$ cat src/rtl/core/iccr_pkg.sv
`timescale 1ns / 1ps
// ----------------------------------------------------------------------------
// iccr_pkg
// Shared constants, register codes and the firmware-name table of the ISA
// card control register block.
// ----------------------------------------------------------------------------
package iccr_pkg;

    // default parameter values
    localparam int NAME_DEPTH_DEF   = 64;
    localparam int DEFAULT_BASE_DEF = 544;
    localparam int CONTROL_ADDR_DEF = 464;

    // access kinds carried on s_tuser
    localparam logic ACC_READ  = 1'b0;
    localparam logic ACC_WRITE = 1'b1;

    localparam logic [7:0] UNLOCK_KEY       = 8'hCC;
    localparam logic [7:0] MAGIC_BYTE       = 8'hDD;
    localparam logic [7:0] PROTOCOL_VERSION = 8'h01;
    localparam logic [7:0] UNKNOWN_READ     = 8'hFF;

    // register select codes
    localparam logic [7:0] REG_MAGIC   = 8'h00;
    localparam logic [7:0] REG_VERSION = 8'h01;
    localparam logic [7:0] REG_NAME    = 8'h02;
    localparam logic [7:0] REG_MODE    = 8'h03;
    localparam logic [7:0] REG_BASE    = 8'h04;

    localparam int FW_NAME_LEN = 19;
    localparam logic [8*FW_NAME_LEN-1:0] FW_NAME = "ISA sound card v1.0";

    typedef logic [7:0] byte_t;

    // name table entry: the string, zero filled, last entry always zero
    function automatic byte_t name_rom_byte(input logic [7:0] idx, input int depth);
        byte_t b;
        b = 8'h00;
        if (int'(idx) < FW_NAME_LEN && int'(idx) < depth - 1) begin
            b = FW_NAME[8*(FW_NAME_LEN-1-int'(idx)) +: 8];
        end
        return b;
    endfunction

endpackage

$ cat src/rtl/core/isa_card_control_registers_unit.sv
`timescale 1ns / 1ps
// ----------------------------------------------------------------------------
// isa_card_control_registers_unit
// Decodes control, data-low and data-high I/O ports of the card: unlock key,
// register select, magic/version/name/mode reads and the base-port register.
// ----------------------------------------------------------------------------
// Each request (one I/O access) is decoded and applied to the register state
// in the cycle it is accepted; its result appears on the m_ side in the next cycle
// from the output register. A new request is accepted every cycle while
// that register is empty or being drained, so the sustained rate is one
// request per clock, set by the single register stage that holds both the
// control state and the result. cfg_data sets the card mode and is always
// ready.
module isa_card_control_registers_unit
    import iccr_pkg::*;
#(
    parameter int NAME_DEPTH   = NAME_DEPTH_DEF,
    parameter int DEFAULT_BASE = DEFAULT_BASE_DEF,
    parameter int CONTROL_ADDR = CONTROL_ADDR_DEF
) (
    input  logic        aclk,
    input  logic        aresetn,
    input  logic        s_tvalid,
    output logic        s_tready,
    input  logic [23:0] s_tdata,   // [9:0] port, [17:10] write_data, [23:18] zero
    input  logic        s_tuser,   // [0] mode (0 read, 1 write)
    output logic        m_tvalid,
    input  logic        m_tready,
    output logic [15:0] m_tdata,   // [7:0] read_data, [8] claimed, [9] wait_state, [15:10] zero
    input  logic        cfg_valid,
    output logic        cfg_ready,
    input  logic [7:0]  cfg_data   // card_mode
);

    localparam int IW = (NAME_DEPTH > 1) ? $clog2(NAME_DEPTH) : 1;
    localparam logic [IW-1:0] NAME_LAST = IW'(NAME_DEPTH - 1);
    localparam logic [9:0] CTL_PORT = 10'(CONTROL_ADDR);
    localparam logic [9:0] DLO_PORT = 10'(CONTROL_ADDR + 1);
    localparam logic [9:0] DHI_PORT = 10'(CONTROL_ADDR + 2);

    logic          unlocked_reg, unlocked_next;
    logic [7:0]    sel_reg, sel_next;
    logic [7:0]    low_latch_reg, low_latch_next;
    logic [15:0]   base_reg, base_next;
    logic [IW-1:0] name_idx_reg, name_idx_next;
    logic [7:0]    card_mode_reg;
    logic          m_tvalid_reg;
    logic [15:0]   m_tdata_reg;

    logic       s_accept;
    logic       is_wr;
    logic [9:0] in_port;
    logic [7:0] in_data;
    logic [7:0] name_byte;
    logic [7:0] rd;
    logic       clm;
    logic       wt;

    assign s_tready  = !m_tvalid_reg || m_tready;
    assign s_accept  = s_tvalid && s_tready;
    assign is_wr     = (s_tuser == ACC_WRITE);
    assign in_port   = s_tdata[9:0];
    assign in_data   = s_tdata[17:10];
    assign name_byte = name_rom_byte(8'(name_idx_reg), NAME_DEPTH);
    assign cfg_ready = 1'b1;
    assign m_tvalid  = m_tvalid_reg;
    assign m_tdata   = m_tdata_reg;

    always_comb begin
        unlocked_next  = unlocked_reg;
        sel_next       = sel_reg;
        low_latch_next = low_latch_reg;
        base_next      = base_reg;
        name_idx_next  = name_idx_reg;
        rd             = 8'h00;
        clm            = 1'b1;
        wt             = 1'b1;
        if (in_port == CTL_PORT) begin
            if (is_wr) begin
                if (in_data == UNLOCK_KEY) begin
                    unlocked_next = 1'b1;
                end else if (unlocked_reg) begin
                    sel_next = in_data;
                    if (in_data == REG_NAME) begin
                        name_idx_next = '0;
                    end else if (in_data == REG_BASE) begin
                        low_latch_next = 8'h00;
                    end else if (in_data > REG_BASE) begin
                        unlocked_next = 1'b0;
                    end
                end
            end else begin
                rd = sel_reg;
            end
        end else if (in_port == DLO_PORT) begin
            if (is_wr) begin
                wt = 1'b0;
                if (unlocked_reg && sel_reg == REG_BASE) begin
                    low_latch_next = in_data;
                end
            end else if (sel_reg == REG_BASE) begin
                rd = base_reg[7:0];
            end
        end else if (in_port == DHI_PORT) begin
            if (is_wr) begin
                if (unlocked_reg && sel_reg == REG_BASE) begin
                    base_next = {in_data, low_latch_reg};
                end
            end else begin
                case (sel_reg)
                    REG_MAGIC:   rd = MAGIC_BYTE;
                    REG_VERSION: rd = PROTOCOL_VERSION;
                    REG_NAME: begin
                        rd = name_byte;
                        // wrap on the terminator or at the end of the table
                        if (name_byte == 8'h00 || name_idx_reg == NAME_LAST) begin
                            name_idx_next = '0;
                        end else begin
                            name_idx_next = IW'(name_idx_reg + 1'b1);
                        end
                    end
                    REG_MODE:    rd = card_mode_reg;
                    REG_BASE:    rd = base_reg[15:8];
                    default:     rd = UNKNOWN_READ;
                endcase
            end
        end else begin
            clm = 1'b0;
            wt  = 1'b0;
        end
    end

    always_ff @(posedge aclk) begin
        if (!aresetn) begin
            unlocked_reg  <= 1'b0;
            sel_reg       <= 8'h00;
            low_latch_reg <= 8'h00;
            base_reg      <= 16'(DEFAULT_BASE);
            name_idx_reg  <= '0;
            card_mode_reg <= 8'h00;
            m_tvalid_reg  <= 1'b0;
        end else begin
            if (cfg_valid && cfg_ready) begin
                card_mode_reg <= cfg_data;
            end
            if (s_accept) begin
                unlocked_reg  <= unlocked_next;
                sel_reg       <= sel_next;
                low_latch_reg <= low_latch_next;
                base_reg      <= base_next;
                name_idx_reg  <= name_idx_next;
                m_tvalid_reg  <= 1'b1;
            end else if (m_tready) begin
                m_tvalid_reg  <= 1'b0;
            end
        end
    end

    always_ff @(posedge aclk) begin
        if (s_accept) begin
            m_tdata_reg <= {6'b000000, wt, clm, rd};
        end
    end

`ifndef SYNTHESIS
    // an unclaimed port never drives data or asks for a wait
    assert property (@(posedge aclk) disable iff (!aresetn)
        (m_tvalid && !m_tdata[8]) |-> (m_tdata[7:0] == 8'h00 && !m_tdata[9]))
        else $error("unclaimed access produced data or wait");

    // selecting an unknown register while unlocked locks the block
    assert property (@(posedge aclk) disable iff (!aresetn)
        (s_accept && is_wr && in_port == CTL_PORT && unlocked_reg &&
         in_data != UNLOCK_KEY && in_data > REG_BASE) |=> !unlocked_reg)
        else $error("unknown register select did not lock");

    // every accepted request leaves a result in the output register
    assert property (@(posedge aclk) disable iff (!aresetn)
        s_accept |=> m_tvalid)
        else $error("accepted request produced no result");
`endif

endmodule

$ cat config.mk
export PLATFORM = sky130hd
export DESIGN_NAME = isa_card_control_registers_unit
export DESIGN_NICKNAME = d
export VERILOG_FILES = /design/src/rtl/core/iccr_pkg.sv /design/src/rtl/core/isa_card_control_registers_unit.sv
export SDC_FILE = /design/constraint.sdc
export NUM_CORES = 1
export LEC_CHECK = 0
export BUFFER_PORTS_ARGS = -buffer_cell sky130_fd_sc_hd__buf_2
export CAP_MARGIN = 20
export CELL_PAD_IN_SITES_DETAIL_PLACEMENT = 1
export CELL_PAD_IN_SITES_GLOBAL_PLACEMENT = 1
export CORE_MARGIN = 5
export CORE_UTILIZATION = 38
export DETAILED_ROUTE_END_ITERATION = 7
export HOLD_SLACK_MARGIN = 0.12
export PLACE_DENSITY = 0.77
export SYNTH_ARGS = -nofsm -noshare
export SYNTH_HDL_FRONTEND = slang
export SYNTH_SLANG_ARGS = --single-unit
$ cat constraint.sdc
create_clock -name aclk -period 2.8 [get_ports aclk]
set_clock_uncertainty 0.2 [all_clocks]
set_input_delay 0.84 -clock aclk [delete_from_list [all_inputs] [get_ports aclk]]
set_output_delay 0.84 -clock aclk [all_outputs]
set_load 0.005 [all_outputs]
==> results of run 1 <==
-- worst min-delay path, delay by kind of cell (launching register included) --
| family | cells | cell delay (ns) |
|---|---|---|
| simple gates | 1 | 0.05 |
| compound gates | 1 | 0.05 |
| flops | 1 | 0.31 |
-- power by group through the flow --
| stage | logic [uW] | clock network [uW] | registers (uW) |
|---|---|---|---|
| 6_report | 114 | 853 | 868 |
| 2_1_floorplan | 56.2 | 0 | 886 |
| 4_1_cts | 116 | 873 | 868 |
| 5_1_grt | 126 | 910 | 869 |
| 3_3_place_gp | 110 | 0 | 886 |
| 3_5_place_dp | 115 | 0 | 887 |
-- final cells by class --
| class | count | area, sq um |
|---|---|---|
| well taps | 108 | 135.1 |
| clock inverters | 6 | 88.84 |
| multi-input cells | 291 | 1868 |
| fillers | 1029 | 4576 |
| inverters | 7 | 26.28 |
| clock buffers | 10 | 127.6 |
| repair buffers | 79 | 510.5 |
| flip-flops and latches | 58 | 1261 |
-- path summary, 6_finish.rpt --
| kind | endpoint | slack [ns] | start |
|---|---|---|---|
| hold reg to reg | base_reg[8]$_SDFFE_PN0P_ | 0.25 | base_reg[8]$_SDFFE_PN0P_ |
| setup / recovery | name_idx_reg[3]$_SDFFE_PN0P_ | 0.03 | s_tdata[17] |
| setup reg to reg | name_idx_reg[2]$_SDFFE_PN0P_ | 0.29 | name_idx_reg[0]$_SDFFE_PN0P_ |
| hold / removal | base_reg[8]$_SDFFE_PN0P_ | 0.25 | base_reg[8]$_SDFFE_PN0P_ |
-- routing by layer --
layer  wire (um)  vias to the layer above
met2        4754                       55
met4         221                        0
met5           0                        -
li1            -                     1514
met3         353                       20
met1        4260                     1527
-- Yosys cell counts, drive strengths merged (2+ instances only) --
cell type,n
inv,7
conb,2
or3b,4
a2111oi,2
nand4b,2
nand2,57
edfxtp,10
buf,12
xor2,3
nor4,9
and3b,2
a21oi,16
nand3,8
nor2,19
mux2i,16
and2,2
a211oi,3
o22ai,6
and3,2
or3,5
nand4,2
or4,5
xnor2,2
o221ai,2
a211o,2
clkbuf,21
a31oi,2
a21o,3
a32o,8
nor2b,25
a222oi,9
a21boi,16
o31ai,7
dfxtp,48
o21ai,15
nand2b,9
nor3,7
o21a,2
or2,3
-- kinds of logic after synthesis --
kind of cell | count (synthesis) | share of synthesized area
AO/OA/AOI/OAI | 99 | 0.2182
XOR/XNOR | 5 | 0.01333
adder cells (fa/ha/maj) | 1 | 0.003807
buffers and inverters | 40 | 0.05902
flip-flops | 58 | 0.3839
multiplexers | 17 | 0.05217
other | 2 | 0.002286
AND/OR/NAND/NOR | 162 | 0.2673
-- stage by stage --
step	setup slack [ns]	TNS (ns)
after detailed placement	-0.2000	-3.521
after global placement	-0.1660	-2.518
after global routing	-0.06528	-0.5385
after CTS	0.03221	0
final	0.02885	0
after floorplan	0.01990	0
==> results.ini, run 1 <==
[setup_path]
crit_family=simple AND/OR/NAND/NOR gates
crit_slowest_cell=or4_1
cp.arrival_ns=2.79
start_kind=input pin
worst-path-buf-inv=1
crit_fanout=4
critPathMaxStageDelay_ns=0.61
end_kind=flip-flop
ff2ff_path_depth=7
worstPathRequired_ns=2.82
path_cells=buf_2 -> or4_1 -> nor4_1 -> o21bai_1 -> nand2_1 -> and2_1 -> a211o_1
critPathKind=in2reg
cp.depth=7

[placed_design]
hpwl_um=7187
gp_congestion=0.8121
placed_cells=543
place_area_sq_mm=0.003801
io_buffers=43

[timing]
relSlewSlack=0.5674
hold_viol=0
drv_slew=0
fin_hold_ws_ns=0.2537
max_freq_ghz=0.3609
tightest_slew_ns=0.6480
setup-violations-final=0
rsz0062_at_grt=true
period_share=0.9897
fin_crit_ns=2.771

[pwr]
power.leakage_uw=0.001586
p_switching_uw=414.2
p_per_area_mw_per_mm2=456.6
intPower_uw=1420
combPwrFrac=0.062
power_uw=1835
vdd_drop_max_v=0.0002558
p_clk_frac=0.465
p_seq_frac=0.473
switching_share=0.2258

[clock_network]
clk_latency_ns=0.34
postCtsHoldBufs=0
root_buffer=clkbuf_8
cts_max_level=3
clockBufferDepth=2
cts_sinks=58
clk_pin_slew_ns=0.06
post_cts_resized=0
cts_tree=done
post_cts_buffers=0
cts_inserted_buffers=9

[min_path]
hold_path_class=reg2reg
min_path_cells=2

[cells_and_area]
fin_util=0.4675
final_common_cell=nand2_1
fin_nets=485
largest_register_ff_count=16
finalInstanceArea_sq_mm=0.004018
layout_common_cells=57 x nand2_1, 48 x dfxtp_1, 43 x buf_2
fin_cells=559
syn2layout_area_growth_pct=22.28
drive_above_1_share=0.2528
diodes=0

[global_route]
busiest_layer=met2
overflow=0
grt_pass1_wl_um=15630
grt_pass1_vias=3141
grt_max_degree=37
grt_use_total=0.1888
antenna_found_initial=0
met1_usage=0.2389
use_met2=0.3128
grt.met3_usage=0.04601

[synthesis]
synth_edf_count=10
ys_warn_count=0
synth_top_area_frac=0.2925
postSynthCellCount=384
postSynth.asyncResetShare=0
synth-seq-cells=58
netlist_top_cells_area=dfxtp_1 29%, edfxtp_1 9.1%, nand2_1 6.5%
synth_area_sq_mm=0.003286
synth_area_per_cell_sq_um=8.556
synth_flop_cell=dfxtp_1
seq_area_frac_synth=0.3839
synth_cell_types=61
synth_top_area_cell=dfxtp_1

[detailed_routing]
drtIter0Drc=176
ant_nets=0
wl_per_cell_um=17.15
vias_per_cell=5.574
drc_errors=0
vias=3116
wl_um=9589
first_pass_iters=5

[die]
die_w_um=103.0
rows=34
io_pins=57
die_h_um=103.0
core_sq_mm=0.008593
die_area_sq_mm=0.01061
start_util=0.3824

[flow_run]
cap_violations=0

[outcome]
status=completed

Power figures use the tool's default switching activity.
==> run 2: changes to the inputs <==
--- a/config.mk
+++ b/config.mk
@@ -14,6 +14,7 @@
 export DETAILED_ROUTE_END_ITERATION = 7
 export HOLD_SLACK_MARGIN = 0.12
 export PLACE_DENSITY = 0.77
+export REMOVE_ABC_BUFFERS = 1
 export SYNTH_ARGS = -nofsm -noshare
 export SYNTH_HDL_FRONTEND = slang
 export SYNTH_SLANG_ARGS = --single-unit
==> results.ini, run 2 (same netlist as run 1, synthesis figures left out) <==
[detailed_routing]
vias_per_cell=5.563  ; -0.20%
wl_per_cell_um=17.53  ; +2.2%
vias=3143  ; +0.87%
wl_um=9902  ; +3.3%
ant_nets=0  ; unchanged
first_pass_iters=6  ; +1
drc_errors=0  ; unchanged
drtIter0Drc=179  ; +1.7%

[die]
rows=34  ; unchanged
start_util=0.3824  ; unchanged
io_pins=57  ; unchanged
die_area_sq_mm=0.01061  ; unchanged
die_h_um=103.0  ; unchanged
die_w_um=103.0  ; unchanged
core_sq_mm=0.008593  ; unchanged

[cells_and_area]
finalInstanceArea_sq_mm=0.004043  ; +0.62%
final_common_cell=nand2_1
fin_util=0.4704  ; +0.002912
syn2layout_area_growth_pct=23.04
fillers=1034  ; +0.49%
largest_register_ff_count=16  ; unchanged
drive_above_1_share=0.2604  ; +0.007622
fin_nets=492  ; +1.4%
diodes=0  ; unchanged
layout_common_cells=57 x nand2_1, 48 x dfxtp_1, 43 x buf_2

[clock_network]
cts_max_level=3  ; unchanged
clk_latency_ns=0.34  ; about the same
cts_sinks=58  ; unchanged
root_buffer=clkbuf_8
post_cts_buffers=0  ; unchanged
clockBufferDepth=2  ; unchanged
clk_pin_slew_ns=0.06  ; about the same
cts_inserted_buffers=9  ; unchanged
cts_tree=done

[pwr]
p_seq_frac=0.501  ; +0.028
intPower_uw=1333  ; -6.2%
power.leakage_uw=0.001604  ; +1.1%
p_switching_uw=399.1  ; -3.6%
p_per_area_mw_per_mm2=428.4  ; -6.2%
p_clk_frac=0.432  ; -0.033
combPwrFrac=0.067  ; +0.005
switching_share=0.2305  ; +0.004699
vdd_drop_max_v=0.0002179  ; -15%

[setup_path]
cp.depth=7  ; unchanged
end_kind=flip-flop
crit_slowest_cell=or4_4
crit_family=simple AND/OR/NAND/NOR gates
path_cells=buf_2 -> or3_1 -> or3_4 -> buf_4 -> or4_4 -> nand2_1 -> a21boi_0
start_kind=input pin
worst-path-buf-inv=2  ; +1
ff2ff_path_depth=5  ; -2
critPathMaxStageDelay_ns=0.60  ; about the same
critPathKind=in2reg
worstPathRequired_ns=2.80  ; -0.02 ns
cp.arrival_ns=2.69  ; -0.10 ns
crit_fanout=16  ; +12

[timing]
tns_ns=0  ; unchanged
max_freq_ghz=0.3722  ; +3.1%
drv_slew=0  ; unchanged
tightest_slew_ns=0.6490  ; +0.0009774 ns
relSlewSlack=0.5659  ; -0.001528
fin_crit_ns=2.687  ; -0.08443 ns
hold_viol=0  ; unchanged
setup-violations-final=0  ; unchanged
rsz0062_at_grt=false
period_share=0.9595  ; -0.03015

[min_path]
min_path_cells=2  ; unchanged
hold_path_class=reg2reg

[global_route]
antenna_found_initial=0  ; unchanged
overflow=0  ; unchanged
grt_max_degree=40  ; +8.1%
grt_use_total=0.1959  ; +0.007095
grt_pass1_vias=3248  ; +3.4%
grt_pass1_wl_um=16170  ; +3.4%

[outcome]
status=completed

[flow_run]
cap_violations=0  ; unchanged

[placed_design]
hpwl_um=7344  ; +2.2%
place_area_sq_mm=0.003835  ; +0.89%
io_buffers=43  ; unchanged
gp_congestion=0.8471  ; +4.3%

[run 2: timing repair]
action                     in CTS  in global routing
setup endpoints to repair       0                  3
hold buffers                    0                  0
gates resized for setup         0                  3
[run 2: tightest hold or removal path, cell delays in order, from the launching register on]
cell and delay, ns:
dfxtp_1 0.31, nand2_1 0.05, a21boi_1 0.05
[run 2: final timing paths]
check                          startpoint                       end  slack (ns)
max                            s_tdata[0]  base_reg[0]$_SDFFE_PN0P_        0.11
max reg2reg  name_idx_reg[0]$_SDFFE_PN0P_      m_tdata[2]$_DFFE_PP_        0.28
min reg2reg      base_reg[7]$_SDFFE_PN0P_  base_reg[7]$_SDFFE_PN0P_        0.26
min              base_reg[7]$_SDFFE_PN0P_  base_reg[7]$_SDFFE_PN0P_        0.26
[run 2: final cells by class]
class                   instances  area [sq um]  area share
clock inverters                 2         10.01    0.002476
multi-input cells             291          1867      0.4618
well taps                     108         135.1     0.03343
inverters                       7         26.28    0.006500
clock buffers                  13         180.2     0.04457
repair buffers                 86         563.0      0.1393
flip-flops and latches         58          1261      0.3120
[run 2: per-layer routing]
layer	track usage	share of wire	vias to the layer above
met5	0	0	-
met4	0.06972	0.016	0
met2	0.3374	0.52	82
li1	-	-	1526
met3	0.03112	0.043	12
met1	0.2469	0.42	1523
[run 2: metrics by stage]
stage,power (uW),hold WS (ns),setup slack [ns],instances
finish,1732,0.2643,0.1133,565
floorplan,922.8,0.2264,-0.07618,356
global route,1806,0.2861,0.04099,565
global placement,996.8,0.2443,-0.2588,550
CTS,1755,0.2619,0.08485,565
detailed placement,1002,0.2527,-0.2789,550
[run 2: power by group through the flow]
stage / Sequential (uW) / Clock (uW) / Combinational, uW
detailed placement: 887 / 0 / 115
floorplan: 886 / 0 / 36.4
global placement: 886 / 0 / 111
CTS: 868 / 772 / 115
finish: 868 / 748 / 116
global route: 869 / 811 / 126
==> run 3: changes to the inputs <==
--- a/config.mk
+++ b/config.mk
@@ -5,13 +5,13 @@
 export SDC_FILE = /design/constraint.sdc
 export NUM_CORES = 1
 export LEC_CHECK = 0
-export BUFFER_PORTS_ARGS = -buffer_cell sky130_fd_sc_hd__buf_2
 export CAP_MARGIN = 20
 export CELL_PAD_IN_SITES_DETAIL_PLACEMENT = 1
 export CELL_PAD_IN_SITES_GLOBAL_PLACEMENT = 1
 export CORE_MARGIN = 5
-export CORE_UTILIZATION = 38
+export CORE_UTILIZATION = 43
 export DETAILED_ROUTE_END_ITERATION = 7
+export DONT_BUFFER_PORTS = 1
 export HOLD_SLACK_MARGIN = 0.12
 export PLACE_DENSITY = 0.77
 export REMOVE_ABC_BUFFERS = 1
==> results.ini, run 3 (same netlist as run 1, synthesis figures left out) <==
[global_route]
busiest_layer=met2
grt.met3_usage=0.05025  ; +0.01913
use_met2=0.3743  ; +0.03683
grt_max_degree=48  ; +20%
grt_pass1_vias=2985  ; -8.1%
overflow=0  ; unchanged
antenna_found_initial=0  ; unchanged
grt_use_total=0.2088  ; +0.01290
grt_pass1_wl_um=15900  ; -1.7%
met1_usage=0.2467  ; about the same

[cells_and_area]
final_common_cell=nand2_1
largest_register_ff_count=16  ; unchanged
drive_above_1_share=0.1521  ; -0.1083
layout_common_cells=57 x nand2_1, 48 x dfxtp_1, 27 x buf_4
fin_nets=435  ; -12%
syn2layout_area_growth_pct=13.29
diodes=0  ; unchanged
fin_util=0.5078  ; +0.03732

[detailed_routing]
vias=2932  ; -6.7%
drc_errors=0  ; unchanged
wl_per_cell_um=19.65  ; +12%
ant_nets=0  ; unchanged
wl_um=9825  ; -0.78%
first_pass_iters=5  ; -1
drtIter0Drc=168  ; -6.1%
vias_per_cell=5.864  ; +5.4%

[clock_network]
cts_inserted_buffers=9  ; unchanged
root_buffer=clkbuf_8
post_cts_resized=0  ; unchanged
clk_pin_slew_ns=0.08  ; +0.02 ns
cts_sinks=58  ; unchanged
post_cts_buffers=0  ; unchanged
clockBufferDepth=2  ; unchanged
cts_max_level=3  ; unchanged
clk_latency_ns=0.34  ; about the same
postCtsHoldBufs=0  ; unchanged
cts_tree=done

[flow_run]
cap_violations=0  ; unchanged

[timing]
hold_viol=0  ; unchanged
tns_ns=0  ; unchanged
relSlewSlack=0.5779  ; +0.01205
drv_slew=0  ; unchanged
fin_crit_ns=2.604  ; -0.08291 ns
rsz0062_at_grt=false
tightest_slew_ns=0.6322  ; -0.01674 ns
period_share=0.9299  ; -0.02961
max_freq_ghz=0.3841  ; +3.2%
setup-violations-final=0  ; unchanged

[die]
die_area_sq_mm=0.009490  ; -11%
core_sq_mm=0.007331  ; -15%
rows=31  ; -8.8%
die_h_um=97.42  ; -5.4%
die_w_um=97.42  ; -5.4%
io_pins=57  ; unchanged
start_util=0.4482  ; +0.06585

[pwr]
power.leakage_uw=0.001369  ; -15%
p_per_area_mw_per_mm2=476.1  ; +11%
vdd_drop_max_v=0.0003340  ; +53%

[setup_path]
crit_slowest_cell=or4_1
start_kind=input pin
critPathKind=in2reg
cp.depth=7  ; unchanged
crit_family=simple AND/OR/NAND/NOR gates
crit_fanout=6  ; -10
end_kind=flip-flop
worst-path-buf-inv=1  ; -1
rrSetupSlack_ns=0.27  ; about the same
path_cells=nand2b_1 -> or4_1 -> a2111oi_1 -> buf_4 -> nand4b_1 -> o21ba_2 -> a21o_1
cp.arrival_ns=2.69  ; about the same
ff2ff_path_depth=5  ; unchanged
critPathMaxStageDelay_ns=0.53  ; -0.07 ns
worstPathRequired_ns=2.89  ; +0.09 ns

[min_path]
min_path_cells=2  ; unchanged
hold_path_class=reg2reg

[placed_design]
hpwl_um=7049  ; -4.0%
gp_congestion=0.8605  ; +1.6%
io_buffers=0  ; -100%

[outcome]
status=completed

[run 3: per-layer routing]
| metal | vias to the layer above | share of wire | wire [um] |
|---|---|---|---|
| li1 | 1413 | - | - |
| met1 | 1454 | 0.43 | 4237 |
| met2 | 54 | 0.52 | 5099 |
| met3 | 11 | 0.038 | 376 |
| met4 | 0 | 0.011 | 111 |
| met5 | - | 0 | 0 |
[run 3: area by class of cell]
class                      count  area [sq um]
clock buffer                  10         148.9
fill                         845          3608
timing repair buffer          29         242.7
clock inverter                 6         70.07
tap                           99         123.9
inverter                       7         26.28
sequential                    58          1261
multi-input combinational    291          1849
[run 3: per-stage QoR]
stage | total power (uW) | cells | hold WS [ns] | worst slack, ns | instance area, sq um
floorplan | 922.8 | 356 | 0.2264 | -0.07618 | 3137
global placement | 933.9 | 484 | 0.2399 | -0.1602 | 3503
detailed placement | 937.0 | 484 | 0.2465 | -0.1332 | 3503
CTS | 1791 | 500 | 0.2582 | 0.2255 | 3722
global route | 1845 | 500 | 0.2710 | 0.02045 | 3722
finish | 1772 | 500 | 0.2578 | 0.1962 | 3722
[run 3: power by group]
part | leakage, uW | internal (uW) | switching [uW]
sequential | 0.000488 | 862 | 9.34
clock | 0.000109 | 473 | 381
combinational | 0.000772 | 24.4 | 22.5
total | 0.00137 | 1360 | 413
[run 3: worst paths after layout]
path                                   from                            to
setup / recovery                 s_tdata[9]  name_idx_reg[2]$_SDFFE_PN0P_
hold reg to reg   base_reg[13]$_SDFFE_PN0P_     base_reg[13]$_SDFFE_PN0P_
setup reg to reg    sel_reg[7]$_SDFFE_PN0P_      base_reg[1]$_SDFFE_PN0P_
hold / removal    base_reg[13]$_SDFFE_PN0P_     base_reg[13]$_SDFFE_PN0P_
[run 3: worst reg2reg max path, delay by kind of cell, from the launching register on]
family	cells	cell delay, ns
AO/OA/AOI/OAI	1	0.10
flip-flops	1	0.37
AND/OR/NAND/NOR	4	1.75
